<file path="src/rtl/core/idct_pkg.sv">
// Shared types, widths and constants for the 8x8 integer inverse DCT.
// Used by idct_load, idct_xform and the top level idct_8x8_islow_pixels.
`default_nettype none
package idct_pkg;

   localparam int COEF_W  = 16;
   localparam int PIX_W   = 8;
   localparam int MUL_A_W = 19;
   localparam int MUL_K_W = 16;
   localparam int PROD_W  = MUL_A_W + MUL_K_W;
   localparam int ACC_W   = 36;
   localparam int ROW_SHIFT = 11;
   localparam int COL_SHIFT = 18;
   localparam int LEVEL_SHIFT = 128;

   // Multiplier steps of one 1-D transform, in issue order.
   localparam logic [3:0] STEP_EVEN_SUM = 4'd0;
   localparam logic [3:0] STEP_V6       = 4'd1;
   localparam logic [3:0] STEP_V2       = 4'd2;
   localparam logic [3:0] STEP_Z1       = 4'd3;
   localparam logic [3:0] STEP_Z2       = 4'd4;
   localparam logic [3:0] STEP_Z3       = 4'd5;
   localparam logic [3:0] STEP_Z4       = 4'd6;
   localparam logic [3:0] STEP_Z5       = 4'd7;
   localparam logic [3:0] STEP_V7       = 4'd8;
   localparam logic [3:0] STEP_V5       = 4'd9;
   localparam logic [3:0] STEP_V3       = 4'd10;
   localparam logic [3:0] STEP_V1       = 4'd11;
   localparam logic [3:0] STEP_COUNT    = 4'd12;

   typedef struct packed {
      logic ready;
      logic bank;
   } blk_status_type;

   typedef struct packed {
      logic release_bank;
   } xform_ctl_type;

   function automatic logic signed [MUL_K_W-1:0] mul_const(input logic [3:0] step);
      logic signed [MUL_K_W-1:0] k;
      k = '0;
      unique case (step)
         STEP_EVEN_SUM: k = 16'sd4433;
         STEP_V6:       k = 16'sd15137;
         STEP_V2:       k = 16'sd6270;
         STEP_Z1:       k = -16'sd7373;
         STEP_Z2:       k = -16'sd20995;
         STEP_Z3:       k = -16'sd16069;
         STEP_Z4:       k = -16'sd3196;
         STEP_Z5:       k = 16'sd9633;
         STEP_V7:       k = 16'sd2446;
         STEP_V5:       k = 16'sd16819;
         STEP_V3:       k = 16'sd25172;
         STEP_V1:       k = 16'sd12299;
         default:       k = '0;
      endcase
      return k;
   endfunction

endpackage
`default_nettype wire

</file>
<file path="src/rtl/core/idct_load.sv">
// Front end: accepts coefficients into a two-bank coefficient store and
// queues finished blocks for the transform engine. Depends on idct_pkg.
`default_nettype none
module idct_load (
   input  wire logic                          clock,
   input  wire logic                          reset,
   input  wire logic                          req_push,
   output logic                               req_full,
   input  wire logic signed [idct_pkg::COEF_W-1:0] req_coefficient,
   input  wire idct_pkg::xform_ctl_type       ctl,
   output idct_pkg::blk_status_type           status,
   input  wire logic [6:0]                    rd_addr,
   output logic signed [idct_pkg::COEF_W-1:0] rd_data
);
   import idct_pkg::*;

   logic [5:0] load_count_ff, load_count_in;
   logic       wbank_ff, wbank_in;
   logic       rbank_ff, rbank_in;
   logic [1:0] ready_count_ff, ready_count_in;
   logic       accept;
   logic       block_done;

   logic signed [COEF_W-1:0] coef_mem [128];
   logic signed [COEF_W-1:0] rd_data_ff;

   assign req_full   = (ready_count_ff == 2'd2);
   assign accept     = req_push && !req_full;
   assign block_done = accept && (load_count_ff == 6'd63);

   always_comb begin
      load_count_in  = accept ? load_count_ff + 6'd1 : load_count_ff;
      wbank_in       = block_done ? !wbank_ff : wbank_ff;
      rbank_in       = ctl.release_bank ? !rbank_ff : rbank_ff;
      ready_count_in = ready_count_ff;
      if (block_done && !ctl.release_bank) begin
         ready_count_in = ready_count_ff + 2'd1;
      end else if (!block_done && ctl.release_bank) begin
         ready_count_in = ready_count_ff - 2'd1;
      end
   end

   always_ff @(posedge clock) begin
      if (reset) begin
         load_count_ff  <= '0;
         wbank_ff       <= 1'b0;
         rbank_ff       <= 1'b0;
         ready_count_ff <= '0;
      end else begin
         load_count_ff  <= load_count_in;
         wbank_ff       <= wbank_in;
         rbank_ff       <= rbank_in;
         ready_count_ff <= ready_count_in;
      end
   end

   always_ff @(posedge clock) begin
      if (accept) begin
         coef_mem[{wbank_ff, load_count_ff}] <= req_coefficient;
      end
      rd_data_ff <= coef_mem[rd_addr];
   end

   assign rd_data      = rd_data_ff;
   assign status.ready = (ready_count_ff != 2'd0);
   assign status.bank  = rbank_ff;

endmodule
`default_nettype wire

</file>
<file path="config.mk">
export PLATFORM = sky130hd
export DESIGN_NAME = idct_load
export DESIGN_NICKNAME = d
export VERILOG_FILES = /design/src/rtl/core/idct_pkg.sv /design/src/rtl/core/idct_load.sv
export SDC_FILE = /design/constraint.sdc
export NUM_CORES = 2
export LEC_CHECK = 0
export ABC_AREA = 0
export BUFFER_PORTS_ARGS = -buffer_cell sky130_fd_sc_hd__buf_2
export CORE_ASPECT_RATIO = 0.9
export CORE_MARGIN = 2
export CORE_UTILIZATION = 65
export CTS_BUF_LIST = sky130_fd_sc_hd__clkbuf_8
export DETAILED_ROUTE_END_ITERATION = 8
export PLACE_DENSITY_LB_ADDON = 0.08
export SLEW_MARGIN = 0
export SYNTH_ARGS = -nofsm -noshare
export SYNTH_HDL_FRONTEND = slang
export SYNTH_SLANG_ARGS = --single-unit
</file>
<file path="constraint.sdc">
create_clock -name clock -period 3.29 [get_ports clock]
set_input_delay 0.329 -clock clock [delete_from_list [all_inputs] [get_ports clock]]
set_output_delay 0.329 -clock clock [all_outputs]
set_load 0.03 [all_outputs]
</file>
Word level (Yosys, flattened, before mapping). Memory sizes are Yosys's and may differ from the RTL's. A register that Yosys moved wholly into a read port is not among the register bits. Index checks and enable logic that the tools add are counted.

Register bits after elaboration: 10. Memories: 1. Output and inout bits: 19. Input bits: 27. Bits in writable memories: 2048.

Memory list: coef_mem (depth 128, bits a word 16, read ports 1, clocked after Yosys merged registers in 1, write ports 1, RTL line idct_load.sv:24) `logic signed [COEF_W-1:0] coef_mem [128];`.

Muxes and demuxes: 4. Add/subtract/negate cells: 3. Reduce and logical (&&, ||, !) cells: 11. Equality and inequality tests: 2.

Operators by type and width (number): $add A6 B1 Y6 const B (1); $eq A6 B6 Y1 const B (1); $logic_not A1 Y1 (5); $logic_and A1 B1 Y1 (4); $mux W2 (2); $reduce_bool A2 Y1 (2); $add A2 B1 Y2 const B (1); $eq A2 B2 Y1 const B (1); $mux W1 (2); $sub A2 B1 Y2 const B (1).

Longest topological paths before layout.
Depth in word-level cells: 8. Depth in mapped cells: 8. Gate-level depth less buffers: 7.

Least setup slack after synthesis. OpenSTA, ideal clock, no wires.

Path kind: input port to flip-flop. Start: in rd_addr[0]. End: reg rd_data_ff[0], in the netlist rd_data[0] (read register of coef_mem). Slack: 430 ps. Path buffers: 2. Arrival: 2739 ps. Cell stages on the path: 6. Setup time: 121 ps. Cells stage by stage: buf_2 buf_1 mux4_2 mux4_2 mux4_2 mux2_2.

RTL lines: from (decl) (RTL line idct_load.sv:12) `input wire logic [6:0] rd_addr,`; to (decl) (RTL line idct_load.sv:25) `logic signed [COEF_W-1:0] rd_data_ff;`.

==> results.txt <==
The floorplan die width is roughly 370 µm. Net switching is a little over a fifth of the power. Power spread over the standard cell area amounts to 571.1 mW/mm². The compound-cell area share of the yosys netlist came out at less than 1%. The required time of the critical path is between 4 and 5 ns. The fraction of the core area covered by cells at the end of the flow is 73.59%. The most numerous cell type found on the critical path is sky130_fd_sc_hd__mux4_2.

VDD sags by at most 0.5455 mV. The port buffer count came out at between 40 and 50. The sort of element at the end of the critical path is a flip-flop. The violation count after the first detailed-route iteration is 5,755. The part of the total power dissipated in sequential elements came out at roughly 58%. The worst slew margin relative to its limit came out at a little under a quarter.

The depth of the worst hold-timing path is 1. The number of distinct library cells after synthesis is 28. The worst path arrival time is around 3.9 ns.

In the layout the commonest cells are 2,048 x sky130_fd_sc_hd__edfxtp_1, 672 x sky130_fd_sc_hd__mux4_2, 335 x sky130_fd_sc_hd__clkbuf_8. The detailed-route wire length is around 190,000 µm. The clock latency on the worst-skew pair is slightly above 1 ns. The aggregate negative setup slack is 0 ns. The xor and xnor fraction of the mapped netlist area came out at less than 1%.

The pin slew with the least headroom to its limit is 1.157 ns. The placed wire-length estimate after detailed placement came out at ~110,000 µm. Summed over all cells, the static leakage comes to between 20 and 30 nW. For this run, design rule violations remaining after detail routing come to 0. CTS saw slightly above 2,000 sinks. Compared with the post-synthesis result, the final layout area differs by 12.52%. The tool flagged a number of max-cap violations equal to 0. The achievable frequency is around 340 MHz. The synthesized design contains between 2,000 and 2,500 register bits. The detailed-route wire length per cell is 34.58 µm. Synthesis produced a netlist whose cell count is 3,143. The critical path runs through a total of 5 cells. Synthesis produced a netlist with a net count of 3,172. The setup fix buffers added after clock tree synthesis came out at 0. Broken down by cell family, the worst path's largest delay share belongs to multiplexers. The final clock period utilization by the worst path came out at a little over 90%. Walking the worst path, the cells encountered are mux4_2, mux4_2, mux4_2, mux2_2, dlygate4sd3_1.

Setup repair after global routing left no endpoint under its margin. The H-tree depth is 5. The overall global routing resource usage came out at between 30% and 40%. STA classifies the critical path startpoint as a flip-flop.

The via total after detailed routing is about 37,000. Setup violations remaining at the end of the flow were counted as 0. The share of cell area taken by muxes after synthesis is 19.38%. Summed over all nets, the switching power comes to between 0.01 and 0.015 W. The ratio of cells with drive above 1 in the final layout came out at 35.98%. The register clock-pin slew on the reported worst setup and hold paths is around 0.06 ns. Across the routed clock network, the largest skew measured is 0.04383 ns. In this run the mean area of a mapped cell was roughly 25 µm². The number of routed nets with antenna violations is 0.

The ratio of routed vias to standard cells is ~6.8. The global-route wire length before repair came out at between 200,000 and 300,000 µm. The post-placement setup slack is 0.1256 ns. The final-report hold violation count came out at 0. The cell at the slowest stage of the critical path is sky130_fd_sc_hd__mux4_2. The most frequent standard cell in the layout excluding fill and tap cells is sky130_fd_sc_hd__edfxtp_1. The maximum number of buffers from clock root to sink is 4.

The initial antenna violation count is 24. The first detailed-routing pass took 5 iterations. The smallest setup slack after layout is roughly 0.31 ns. The total global routing overflow is 0. The post-synthesis adder-cell area fraction is less than 1%.

The post-synthesis sequential area ratio is between 70% and 80%. The largest fanout of any net on the critical path is 1. The clock network fraction of total power is a little under two fifths. The simple logic cell fraction of the synthesized area is between 1 and 1.5%. The number of cell rows came out at between 100 and 150. The pin count of the biggest net entering global routing came out at 129.

The worst setup path category is flip-flop to flip-flop. The overall die height is 334.8 µm. The proportion of power drawn by combinational gates came out at 5.6%. By area, the combinational part of the netlist is dominated by multiplexers. For this run, the number of Yosys warnings is 0. The internal power is 0.03963 W. The initial core utilization is 65.40%. The total I/O pin count came out at 46. The filler cells instantiated in the layout total 6,533.

The max-slew violation count was 0. The overall power after layout is ~0.051 W. The core region is about 0.12 mm². The delay of the slowest cell on the worst path is 0.57 ns. The placer's final routability congestion estimate came out at approximately 0.85. The total CTS buffers came out at ~320. Clock tree synthesis selected as its root buffer the cell sky130_fd_sc_hd__clkbuf_8. Counting cells, the worst reg-to-reg path comes to 5. The path class of the tightest hold or removal check is primary input to flip-flop. The clock tree from TritonCTS is yes. Together, buffers and inverters on the worst path number 1. The area of the mapped netlist is roughly 0.08 mm². The number of global-route vias before repair came out at 37,520. The total number of nets in the final design came out at ~3,700. Subtracting the final worst setup slack from the clock period gives between 2 and 3 ns. The flow ran to the end, and the final reports show no timing, DRC or antenna violations.

The die area is between 0.1 and 0.15 mm².
[kinds of logic after synthesis]
logic type	count (synthesis)
AO/OA/AOI/OAI	7
XOR/XNOR	7
adder cells (fa/ha/maj)	2
buffers and inverters	175
flip-flops	2074
multiplexers	688
AND/OR/NAND/NOR	190
[area by class of cell]
cell class / count / area (µm²) / area share [%]
clock buffers: 334 / 4597 / 5.170
flip-flops and latches: 2074 / 62020 / 69.76
well taps: 1599 / 2001 / 2.250
diodes: 4 / 10.01 / 0.01126
clock inverters: 214 / 858.3 / 0.9654
repair buffers: 339 / 3158 / 3.552
inverters: 3 / 11.26 / 0.01267
multi-input cells: 894 / 16250 / 18.28
[sequential cells by signal (all words and copies together) (netlist names)]
register and count:
load_count_ff 6, coef_mem 2048, ready_count_ff 2, wbank_ff 1
rd_data 16, rbank_ff 1
[power groups by stage]
stage	Clock [W]	Combinational, W	Sequential (W)
floorplan	0	0.00142	0.0298
global placement	0	0.00276	0.0298
detailed placement	0	0.00282	0.0298
CTS	0.0190	0.00285	0.0292
global route	0.0201	0.00297	0.0292
finish	0.0187	0.00285	0.0292
[layer usage]
metal	track usage, %	wire length (µm)
met1	48.52	71260
met2	46.67	89290
met3	7.975	24780
met4	7.893	3461
met5	0	58
[timing repair]
action | in CTS | in global routing
hold buffers | 20 | 0
resized for setup | 0 | 0
endpoints found under the hold margin | 848 | 0
[synth_stat cells]
master / n / area [µm²]
sky130_fd_sc_hd__nor2_1: 135 / 506.7
sky130_fd_sc_hd__nand4_1: 2 / 12.51
sky130_fd_sc_hd__nand2b_1: 1 / 6.260
sky130_fd_sc_hd__nor3_1: 3 / 15.01
sky130_fd_sc_hd__nand3_1: 10 / 50.05
sky130_fd_sc_hd__or3_1: 4 / 25.02
sky130_fd_sc_hd__o21ai_0: 3 / 15.01
sky130_fd_sc_hd__edfxtp_1: 2048 / 61500
sky130_fd_sc_hd__mux4_2: 672 / 15130
sky130_fd_sc_hd__buf_2: 48 / 240.2
sky130_fd_sc_hd__a21oi_1: 4 / 20.02
sky130_fd_sc_hd__buf_6: 4 / 45.04
sky130_fd_sc_hd__nor2b_1: 4 / 25.02
sky130_fd_sc_hd__or3b_2: 2 / 17.52
sky130_fd_sc_hd__nand2_1: 16 / 60.06
sky130_fd_sc_hd__ha_1: 2 / 25.02
sky130_fd_sc_hd__buf_4: 3 / 22.52
sky130_fd_sc_hd__mux2_2: 16 / 180.2
sky130_fd_sc_hd__or2_2: 7 / 43.79
sky130_fd_sc_hd__and2_0: 2 / 12.51
sky130_fd_sc_hd__xor2_1: 4 / 35.03
sky130_fd_sc_hd__clkbuf_1: 85 / 319.1
sky130_fd_sc_hd__buf_1: 32 / 120.1
sky130_fd_sc_hd__inv_1: 3 / 11.26
sky130_fd_sc_hd__and3_1: 1 / 6.260
sky130_fd_sc_hd__xnor2_1: 3 / 26.28
sky130_fd_sc_hd__dfxtp_1: 26 / 520.5
sky130_fd_sc_hd__nand3b_1: 3 / 22.52
[per-stage QoR]
stage / cell area, µm² / hold WS [ns] / cells
2_1_floorplan: 79020 / 0.4279 / 3143
3_3_place_gp: 83240 / 0.4777 / 4889
3_5_place_dp: 83240 / 0.4934 / 4889
4_1_cts: 88900 / 0.04299 / 5457
5_1_grt: 88900 / 0.03813 / 5458
6_report: 88910 / 0.01536 / 5461
[path summary, 6_finish.rpt]
kind,from,to,slack [ns]
worst max-delay path,coef_mem[5][9],rd_data[9],0.31
worst max register to register,coef_mem[5][9],rd_data[9],0.31
worst min register to register,ready_count_ff[1],ready_count_ff[1],0.50
worst min-delay path,req_coefficient[8],coef_mem[10][8],0.02
(Power assumes the default switching activity.)
