File: config.mk
export PLATFORM = sky130hd
export DESIGN_NAME = idct_xform
export DESIGN_NICKNAME = d
export VERILOG_FILES = /design/src/rtl/core/idct_pkg.sv /design/src/rtl/core/idct_xform.sv
export SDC_FILE = /design/constraint.sdc
export NUM_CORES = 2
export LEC_CHECK = 0
export ABC_AREA = 1
export ABC_CLOCK_PERIOD_IN_PS = 36700
export BUFFER_PORTS_ARGS = -buffer_cell sky130_fd_sc_hd__clkbuf_2
export CAP_MARGIN = 20
export CORE_UTILIZATION = 46
export CTS_CLUSTER_DIAMETER = 40
export DETAILED_ROUTE_END_ITERATION = 8
export PLACE_DENSITY = 0.64
export SLEW_MARGIN = 20
export SYNTH_ARGS = -nofsm -noshare
export SYNTH_HDL_FRONTEND = slang
export SYNTH_SLANG_ARGS = --single-unit
export TNS_END_PERCENT = 5
File: constraint.sdc
create_clock -name clock -period 36.7 [get_ports clock]
set_input_delay 5.505 -clock clock [delete_from_list [all_inputs] [get_ports clock]]
set_output_delay 5.505 -clock clock [all_outputs]
set_load 0.01 [all_outputs]
File: src/rtl/core/idct_pkg.sv
// Shared types, widths and constants for the 8x8 integer inverse DCT.
// Used by idct_load, idct_xform and the top level idct_8x8_islow_pixels.
`default_nettype none
package idct_pkg;

   localparam int COEF_W  = 16;
   localparam int PIX_W   = 8;
   localparam int MUL_A_W = 19;
   localparam int MUL_K_W = 16;
   localparam int PROD_W  = MUL_A_W + MUL_K_W;
   localparam int ACC_W   = 36;
   localparam int ROW_SHIFT = 11;
   localparam int COL_SHIFT = 18;
   localparam int LEVEL_SHIFT = 128;

   // Multiplier steps of one 1-D transform, in issue order.
   localparam logic [3:0] STEP_EVEN_SUM = 4'd0;
   localparam logic [3:0] STEP_V6       = 4'd1;
   localparam logic [3:0] STEP_V2       = 4'd2;
   localparam logic [3:0] STEP_Z1       = 4'd3;
   localparam logic [3:0] STEP_Z2       = 4'd4;
   localparam logic [3:0] STEP_Z3       = 4'd5;
   localparam logic [3:0] STEP_Z4       = 4'd6;
   localparam logic [3:0] STEP_Z5       = 4'd7;
   localparam logic [3:0] STEP_V7       = 4'd8;
   localparam logic [3:0] STEP_V5       = 4'd9;
   localparam logic [3:0] STEP_V3       = 4'd10;
   localparam logic [3:0] STEP_V1       = 4'd11;
   localparam logic [3:0] STEP_COUNT    = 4'd12;

   typedef struct packed {
      logic ready;
      logic bank;
   } blk_status_type;

   typedef struct packed {
      logic release_bank;
   } xform_ctl_type;

   function automatic logic signed [MUL_K_W-1:0] mul_const(input logic [3:0] step);
      logic signed [MUL_K_W-1:0] k;
      k = '0;
      unique case (step)
         STEP_EVEN_SUM: k = 16'sd4433;
         STEP_V6:       k = 16'sd15137;
         STEP_V2:       k = 16'sd6270;
         STEP_Z1:       k = -16'sd7373;
         STEP_Z2:       k = -16'sd20995;
         STEP_Z3:       k = -16'sd16069;
         STEP_Z4:       k = -16'sd3196;
         STEP_Z5:       k = 16'sd9633;
         STEP_V7:       k = 16'sd2446;
         STEP_V5:       k = 16'sd16819;
         STEP_V3:       k = 16'sd25172;
         STEP_V1:       k = 16'sd12299;
         default:       k = '0;
      endcase
      return k;
   endfunction

endpackage
`default_nettype wire

File: src/rtl/core/idct_xform.sv
// Back end: row and column passes on one shared multiplier, the pixel
// store and a two-entry result queue. Depends on idct_pkg.
`default_nettype none
module idct_xform (
   input  wire logic                          clock,
   input  wire logic                          reset,
   input  wire idct_pkg::blk_status_type      status,
   output idct_pkg::xform_ctl_type            ctl,
   output logic [6:0]                         rd_addr,
   input  wire logic signed [idct_pkg::COEF_W-1:0] rd_data,
   output logic                               rsp_empty,
   input  wire logic                          rsp_pop,
   output logic [idct_pkg::PIX_W-1:0]         rsp_pixel,
   output logic                               rsp_block_end
);
   import idct_pkg::*;

   localparam logic [2:0] ST_IDLE  = 3'd0;
   localparam logic [2:0] ST_LOAD  = 3'd1;
   localparam logic [2:0] ST_MUL   = 3'd2;
   localparam logic [2:0] ST_FIN   = 3'd3;
   localparam logic [2:0] ST_OUT   = 3'd4;
   localparam logic [2:0] ST_DRAIN = 3'd5;

   logic [2:0] state_ff, state_in;
   logic [3:0] cnt_ff, cnt_in;
   logic [2:0] line_ff, line_in;
   logic       col_ff, col_in;
   logic [6:0] dcnt_ff, dcnt_in;

   logic signed [COEF_W-1:0] v_ff [8];
   logic signed [PROD_W-1:0] p_ff [12];
   logic signed [PROD_W-1:0] prod_ff;
   logic signed [ACC_W-1:0]  s_ff [4];
   logic signed [ACC_W-1:0]  o_ff [4];

   logic signed [COEF_W-1:0] work_mem [64];
   logic signed [COEF_W-1:0] work_rd_ff;
   logic [PIX_W-1:0]         pix_mem [64];
   logic [PIX_W-1:0]         pix_rd_ff;

   logic             pend_ff;
   logic             pend_last_ff;
   logic [PIX_W-1:0] fifo_pix_ff [2];
   logic             fifo_last_ff [2];
   logic [1:0]       fifo_count_ff, fifo_count_in;
   logic             fifo_head_ff;
   logic             fifo_tail_ff;

   logic signed [MUL_A_W-1:0] mul_a;
   logic signed [MUL_A_W-1:0] x1, x3, x5, x7, x2, x6;
   logic signed [COEF_W-1:0]  load_data;
   logic [2:0]                b;
   logic signed [ACC_W-1:0]   r_val;
   logic signed [ACC_W-1:0]   row_sum;
   logic signed [ACC_W-1:0]   col_sum;
   logic [COEF_W-1:0]         row_val;
   logic [COEF_W-1:0]         col_val;
   logic [COEF_W-1:0]         level;
   logic [PIX_W-1:0]          pix_val;
   logic                      out_wr;
   logic                      issue;
   logic                      pop;
   logic [2:0]                occ;

   logic signed [ACC_W-1:0] pe [12];
   logic signed [ACC_W-1:0] e0, e1, e2, e3, m3, m4;

   assign b = cnt_ff[2:0];

   // Read ports: coefficients for the row pass, column-wise work values after it.
   assign rd_addr   = {status.bank, line_ff, b};
   assign load_data = col_ff ? work_rd_ff : rd_data;

   always_comb begin
      x1 = MUL_A_W'(v_ff[1]);
      x2 = MUL_A_W'(v_ff[2]);
      x3 = MUL_A_W'(v_ff[3]);
      x5 = MUL_A_W'(v_ff[5]);
      x6 = MUL_A_W'(v_ff[6]);
      x7 = MUL_A_W'(v_ff[7]);
      mul_a = '0;
      unique case (cnt_ff)
         STEP_EVEN_SUM: mul_a = x2 + x6;
         STEP_V6:       mul_a = x6;
         STEP_V2:       mul_a = x2;
         STEP_Z1:       mul_a = x7 + x1;
         STEP_Z2:       mul_a = x5 + x3;
         STEP_Z3:       mul_a = x7 + x3;
         STEP_Z4:       mul_a = x5 + x1;
         STEP_Z5:       mul_a = x7 + x5 + x3 + x1;
         STEP_V7:       mul_a = x7;
         STEP_V5:       mul_a = x5;
         STEP_V3:       mul_a = x3;
         STEP_V1:       mul_a = x1;
         default:       mul_a = '0;
      endcase
   end

   always_comb begin
      for (int i = 0; i < 12; i++) begin
         pe[i] = ACC_W'(p_ff[i]);
      end
      e2 = pe[STEP_EVEN_SUM] - pe[STEP_V6];
      e3 = pe[STEP_EVEN_SUM] + pe[STEP_V2];
      e0 = (ACC_W'(v_ff[0]) + ACC_W'(v_ff[4])) <<< 13;
      e1 = (ACC_W'(v_ff[0]) - ACC_W'(v_ff[4])) <<< 13;
      m3 = pe[STEP_Z3] + pe[STEP_Z5];
      m4 = pe[STEP_Z4] + pe[STEP_Z5];
   end

   // Output butterfly: outputs 0..3 add the odd term, 4..7 subtract it.
   always_comb begin
      if (!b[2]) begin
         r_val = s_ff[b[1:0]] + o_ff[~b[1:0]];
      end else begin
         r_val = s_ff[~b[1:0]] - o_ff[b[1:0]];
      end
      row_sum = r_val + (ACC_W'(1) <<< (ROW_SHIFT - 1));
      col_sum = r_val + (ACC_W'(1) <<< (COL_SHIFT - 1));
      row_val = row_sum[ROW_SHIFT+COEF_W-1:ROW_SHIFT];
      col_val = col_sum[COL_SHIFT+COEF_W-1:COL_SHIFT];
      level   = col_val + COEF_W'(LEVEL_SHIFT);
      if (level[COEF_W-1]) begin
         pix_val = '0;
      end else if (|level[COEF_W-2:PIX_W]) begin
         pix_val = '1;
      end else begin
         pix_val = level[PIX_W-1:0];
      end
   end

   assign out_wr = (state_ff == ST_OUT);
   assign pop    = rsp_pop && !rsp_empty;
   assign occ    = 3'(fifo_count_ff) + 3'(pend_ff) - 3'(pop);
   assign issue  = (state_ff == ST_DRAIN) && (dcnt_ff != 7'd64) && (occ < 3'd2);

   always_comb begin
      state_in = state_ff;
      cnt_in   = cnt_ff;
      line_in  = line_ff;
      col_in   = col_ff;
      dcnt_in  = dcnt_ff;
      ctl.release_bank = 1'b0;
      unique case (state_ff)
         ST_IDLE: begin
            if (status.ready) begin
               state_in = ST_LOAD;
               cnt_in   = '0;
               line_in  = '0;
               col_in   = 1'b0;
            end
         end
         ST_LOAD: begin
            if (cnt_ff == 4'd8) begin
               state_in = ST_MUL;
               cnt_in   = '0;
            end else begin
               cnt_in = cnt_ff + 4'd1;
            end
         end
         ST_MUL: begin
            if (cnt_ff == STEP_COUNT) begin
               state_in = ST_FIN;
               cnt_in   = '0;
            end else begin
               cnt_in = cnt_ff + 4'd1;
            end
         end
         ST_FIN: begin
            state_in = ST_OUT;
            cnt_in   = '0;
         end
         ST_OUT: begin
            if (cnt_ff == 4'd7) begin
               cnt_in = '0;
               if (line_ff == 3'd7) begin
                  line_in = '0;
                  if (!col_ff) begin
                     ctl.release_bank = 1'b1;
                     col_in   = 1'b1;
                     state_in = ST_LOAD;
                  end else begin
                     dcnt_in  = '0;
                     state_in = ST_DRAIN;
                  end
               end else begin
                  line_in  = line_ff + 3'd1;
                  state_in = ST_LOAD;
               end
            end else begin
               cnt_in = cnt_ff + 4'd1;
            end
         end
         ST_DRAIN: begin
            if (issue) begin
               dcnt_in = dcnt_ff + 7'd1;
            end else if (dcnt_ff == 7'd64) begin
               state_in = ST_IDLE;
            end
         end
         default: state_in = ST_IDLE;
      endcase
   end

   always_comb begin
      fifo_count_in = fifo_count_ff;
      if (pend_ff && !pop) begin
         fifo_count_in = fifo_count_ff + 2'd1;
      end else if (!pend_ff && pop) begin
         fifo_count_in = fifo_count_ff - 2'd1;
      end
   end

   always_ff @(posedge clock) begin
      if (reset) begin
         state_ff      <= ST_IDLE;
         cnt_ff        <= '0;
         line_ff       <= '0;
         col_ff        <= 1'b0;
         dcnt_ff       <= '0;
         pend_ff       <= 1'b0;
         fifo_count_ff <= '0;
         fifo_head_ff  <= 1'b0;
         fifo_tail_ff  <= 1'b0;
      end else begin
         state_ff      <= state_in;
         cnt_ff        <= cnt_in;
         line_ff       <= line_in;
         col_ff        <= col_in;
         dcnt_ff       <= dcnt_in;
         pend_ff       <= issue;
         fifo_count_ff <= fifo_count_in;
         if (pop) begin
            fifo_head_ff <= !fifo_head_ff;
         end
         if (pend_ff) begin
            fifo_tail_ff <= !fifo_tail_ff;
         end
      end
   end

   // Datapath registers.
   always_ff @(posedge clock) begin
      if (state_ff == ST_LOAD && cnt_ff != 4'd0) begin
         v_ff[3'(cnt_ff - 4'd1)] <= load_data;
      end
      prod_ff <= PROD_W'(mul_a) * PROD_W'(mul_const(cnt_ff));
      if (state_ff == ST_MUL && cnt_ff != 4'd0) begin
         p_ff[cnt_ff - 4'd1] <= prod_ff;
      end
      if (state_ff == ST_FIN) begin
         s_ff[0] <= e0 + e3;
         s_ff[1] <= e1 + e2;
         s_ff[2] <= e1 - e2;
         s_ff[3] <= e0 - e3;
         o_ff[0] <= pe[STEP_V7] + pe[STEP_Z1] + m3;
         o_ff[1] <= pe[STEP_V5] + pe[STEP_Z2] + m4;
         o_ff[2] <= pe[STEP_V3] + pe[STEP_Z2] + m3;
         o_ff[3] <= pe[STEP_V1] + pe[STEP_Z1] + m4;
      end
      pend_last_ff <= (dcnt_ff == 7'd63);
      if (pend_ff) begin
         fifo_pix_ff[fifo_tail_ff]  <= pix_rd_ff;
         fifo_last_ff[fifo_tail_ff] <= pend_last_ff;
      end
   end

   always_ff @(posedge clock) begin
      if (out_wr && !col_ff) begin
         work_mem[{line_ff, b}] <= row_val;
      end
      work_rd_ff <= work_mem[{b, line_ff}];
   end

   always_ff @(posedge clock) begin
      if (out_wr && col_ff) begin
         pix_mem[{b, line_ff}] <= pix_val;
      end
      pix_rd_ff <= pix_mem[dcnt_ff[5:0]];
   end

   assign rsp_empty     = (fifo_count_ff == 2'd0);
   assign rsp_pixel     = fifo_pix_ff[fifo_head_ff];
   assign rsp_block_end = fifo_last_ff[fifo_head_ff];

endmodule
`default_nettype wire

Yosys cells after proc, flatten, opt, wreduce, memory -nomap -nowiden
Memory sizes are Yosys's and may differ from the RTL's. A register that Yosys moved wholly into a read port is not among the register bits.
Cells that the tools add are included.
{"block": "totals", "register_bits": 59, "latch_bits": 0, "ram_bits": 2390, "mem_bits_ro": 256, "inputBits": 21, "mem_count": 9}
{"block": "classes", "add_sub_neg": 39, "multipliers": 1, "n_div": 0, "order_cmp": 1, "eq_ne": 30, "shift": 0, "mux": 60, "bitwise": 1, "reduce_logical": 29}
{"memory": "work_mem", "words": 64, "width": 16, "read_ports": 1, "rd_ports_with_merged_regs": 1, "wr": 1, "line_no": "idct_xform.sv:37", "rtl": "logic signed [COEF_W-1:0] work_mem [64];"}
{"memory": "pix_mem", "words": 64, "width": 8, "read_ports": 1, "rd_ports_with_merged_regs": 1, "wr": 1, "line_no": "idct_xform.sv:39", "rtl": "logic [PIX_W-1:0] pix_mem [64];"}
{"memory": "p_ff", "words": 12, "width": 35, "read_ports": 12, "rd_ports_with_merged_regs": 0, "wr": 1, "line_no": "idct_xform.sv:32", "rtl": "logic signed [PROD_W-1:0] p_ff [12];"}
{"memory": "(no name shown)", "words": 16, "width": 16, "read_ports": 1, "rd_ports_with_merged_regs": 1, "wr": 0, "line_no": "idct_pkg.sv:43", "rtl": "unique case (step)"}
{"memory": "o_ff", "words": 4, "width": 36, "read_ports": 2, "rd_ports_with_merged_regs": 1, "wr": 4, "line_no": "idct_xform.sv:35", "rtl": "logic signed [ACC_W-1:0] o_ff [4];"}
{"memory": "s_ff", "words": 4, "width": 36, "read_ports": 2, "rd_ports_with_merged_regs": 1, "wr": 4, "line_no": "idct_xform.sv:34", "rtl": "logic signed [ACC_W-1:0] s_ff [4];"}
{"memory": "3 more memories"}
{"operator": "$add A35 B35 Y36", "n": 7}
{"operator": "$pmux W19 S12", "n": 1}
{"operator": "$add A36 B36 Y36", "n": 4}
{"operator": "$add A16 B16 Y17", "n": 7}
{"operator": "$add A30 B36 Y36", "n": 2}
{"operator": "$sub A30 B36 Y36", "n": 2}
{"operator": "$sub A35 B35 Y36", "n": 1}
{"operator": "$mul A19 B16 Y35", "n": 1}
{"operator": "$add A34 B19 Y34 const B", "n": 1}
{"operator": "$add A34 B34 Y34", "n": 1}
{"operator": "$mux W34", "n": 1}
{"operator": "$sub A34 B34 Y34", "n": 1}
{"operator": "$mux W3", "n": 11}
{"operator": "$mux W7", "n": 4}
{"operator": "$add A27 B12 Y27 const B", "n": 1}
{"operator": "$mux W4", "n": 6}
{"operator": "$mux W1", "n": 23}
{"operator": "$eq A4 B4 Y1 const B", "n": 5}
{"operator": "$pmux W4 S5", "n": 1}
{"operator": "$add A18 B16 Y19", "n": 1}
{"operator": "$add A17 B16 Y18", "n": 1}
{"operator": "$pmux W3 S6", "n": 1}
{"operator": "$sub A16 B16 Y17", "n": 1}
{"operator": "$add A16 B8 Y16 const B", "n": 1}
{"operator": "other kinds (41)", "n": 76}

Depth between registers and ports, before layout
An unclocked memory read counts as a cell.
{"block": "depth", "depth_word": 9, "depth_mapped": 47, "depth_no_buf": 47}

Worst setup path before layout
Ideal clock, no wire load.
{"block": "synth_path", "path_type": "register -> register", "from": "reg state_ff[1]", "to": "mem o_ff[0][0] (enable)", "setup_ps": 1237, "arrival_ps": 18691, "slack_ps": 16772, "stages_incl_launch_ff": 3, "cell_sequence": "dfxtp_1 inv_1 nor3_1"}
{"element": "start: declaration", "line_no": "idct_xform.sv:25", "rtl": "logic [2:0] state_ff, state_in;"}
{"element": "start signal: assignment", "line_no": "idct_xform.sv:227", "rtl": "state_ff <= state_in;"}
{"element": "end: declaration", "line_no": "idct_xform.sv:35"}

==> reports/qor.csv <==
metric;value;unit
status;completed;
clk slew on worst S/H paths;60;ps
WL/cell;24.49;um
row count;197;
Max stage delay cell, worst path;o21ai_0;
sequential-to-total area share from yosys stat;54.35;%
kind of critical path;reg -> reg;
DRT Pass-1 Iters;6;
Iteration-0 DRC Markers;11440;
first-pass GRT wire length;608.5;mm
Worst path top cell family by delay;adder cells;
setup bufs post-CTS;0;
IO Count;39;
Setup Skew;89.73;ps
hold_buf cts;0;
crit path max fanout;9;
Most used DFF post-synth;edfxtp_1;
commonest cells after routing, fill and taps aside;edfxtp_1 (2360), inv_1 (1844), nand2_1 (1701);
Tcrit/Tclk final;30.00;%
number of synthesized register bits;2461;
Syn. warnings;0;
Vias/cell;5.745;
Critical Path Most Common Cell;inv_1;
clk_lat worst skew;970;ps
initial antenna violation count;28;
synthesized area;0.1341;mm^2
Max-Cap Viols;0;
Total GRT Usage;27.87;%
Data required, critical path;37470;ps
largest net degree at the start of global routing;127;
net count reported at finish;13920;
vias in the first global route;94020;
post-synthesis async set-or-reset flop share;0;%
library cells used by synthesis;69;
DRC;0;
Resized cells post-CTS;0;
Worst path max stage delay;890;ps
Num CTS Buffers;362;
EDFF count, synth;2360;
grt total ovfl;0;
core footprint;0.2889;mm^2
Worst setup EP type;flip-flop;
CP Data Arrival Time;11780;ps
H-Tree Depth;5;
Die ar.;0.2937;mm^2
P&R area growth vs syn;14.04;%
root buf cell;clkbuf_16;
IO buf count;36;
f_max;0.09082;GHz
RSZ-0062 raised after global routing;false;
Max transition margin;9.400;%
antenna-violating nets left;0;
hold slack final;446.4;ps
Min Clock Period, post-route;11010;ps
GPL Wtd Cong;0.9964;
Die W;541.9;um
reg2reg setup slack;25690;ps
Synthesized Nets;13700;
final setup vio count;0;
post-DP HPWL;291.5;mm
Routed WL;415.7;mm
Setup TNS;0;ps
critical path launch point type;flip-flop;
Vias;97520;
Worst Tran Pin Value;1345;ps
initial core utilization;46.42;%
chip height;541.9;um
Final Hold Vio Count;0;
commonest non-fill, non-tap cell in the layout;edfxtp_1;
CTS sink count;2461;
Worst Path Buf+Inv;10;
Mapped Avg Cell Area;10.68;um^2
TritonCTS clock tree;yes;
HP Class;reg -> reg;
layout cell share with drive strength beyond 1;8.543;%
max-slew violation count;0;
synthesized instance count;12560;
maximum root-to-sink buffer count;4;
Yosys cell counts (159+ instances only):
cell	instances	area, um^2
nand2_1	1702	6389
a221oi_1	184	1612
nor2_1	1005	3772
clkbuf_1	351	1318
inv_1	1853	6955
ha_1	645	8070
xor2_1	323	2829
nand4_1	168	1051
a21oi_1	802	4014
nor3_1	216	1081
o21ai_0	972	4865
nand3_1	241	1206
edfxtp_1	2360	70870
fa_1	474	9489
o22ai_1	159	994.7
final cells by class:
| cell class | instances | area (um^2) |
|---|---|---|
| well taps | 3880 | 4855 |
| fillers | 24810 | 135900 |
| inverters | 1883 | 7084 |
| repair buffers | 279 | 2085 |
| flip-flops and latches | 2461 | 72910 |
| clock inverters | 255 | 3131 |
| diodes | 8 | 20.02 |
| multi-input cells | 7789 | 53390 |
| clock buffers | 419 | 9460 |
worst register-to-register path, delay by kind of cell (launching register included):
kind / cells / cell delay [ps]
compound gates: 13 / 3680
xor+xnor: 1 / 180
fa+ha+maj: 10 / 4630
buf+inv: 10 / 1020
flops: 1 / 470
simple gates: 8 / 850
path summary, 6_finish.rpt:
check,startpoint,endpoint,depth (start not counted)
worst max-delay path,v_ff[3][1],prod_ff[30],42
worst min-delay path,pix_rd_ff[3],fifo_pix_ff[1][3],0
worst max register to register,v_ff[3][1],prod_ff[30],42
worst min register to register,pix_rd_ff[3],fifo_pix_ff[1][3],0
metrics by stage:
stage | setup slack, ps | cell area, um^2 | util, % | instances
2_1_floorplan | 16770 | 134100 | - | 12560
3_3_place_gp | 25690 | 140200 | 48.52 | 16290
3_5_place_dp | 25690 | 140300 | 48.56 | 16290
4_1_cts | 25690 | 152900 | 52.92 | 16960
5_1_grt | 25080 | 152900 | 52.94 | 16970
6_report | 25690 | 152900 | 52.94 | 16970
sequential cells by signal (all words and copies together), names as in the netlist, 7 cells and up, named ones only:
| name | flops |
|---|---|
| pix_rd_ff | 8 |
| o_ff | 136 |
| fifo_pix_ff | 16 |
| pix_mem | 512 |
| work_mem | 1024 |
| prod_ff | 34 |
| p_ff | 408 |
| dcnt_ff | 7 |
| s_ff | 134 |
| work_rd_ff | 16 |
| v_ff | 128 |
cell families (layout without fill, tap and decap cells):
| kind of cell | after synthesis | count (layout) | share of synthesized area, % |
|---|---|---|---|
| multiplexers | 9 | 9 | 0.07557 |
| buffers and inverters | 2307 | 2836 | 6.483 |
| AND/OR/NAND/NOR | 3441 | 3441 | 10.67 |
| adder cells (fa/ha/maj) | 1119 | 1119 | 13.09 |
| XOR/XNOR | 480 | 480 | 3.146 |
| flip-flops | 2461 | 2461 | 54.35 |
| AO/OA/AOI/OAI | 2740 | 2740 | 12.18 |
| other | 0 | 8 | 0 |
per-layer routing:
metal | vias up | global-route usage (%) | routed length [um]
met5 | - | 0 | 27
met4 | 4 | 8.419 | 12760
met3 | 669 | 5.485 | 41890
met2 | 4575 | 41.24 | 178800
met1 | 48160 | 41.25 | 182300
li1 | 44110 | - | -
Power is left out: the tool's default activity adds up to more than one toggle a clock period on the data nets, which glitch-free logic cannot reach.
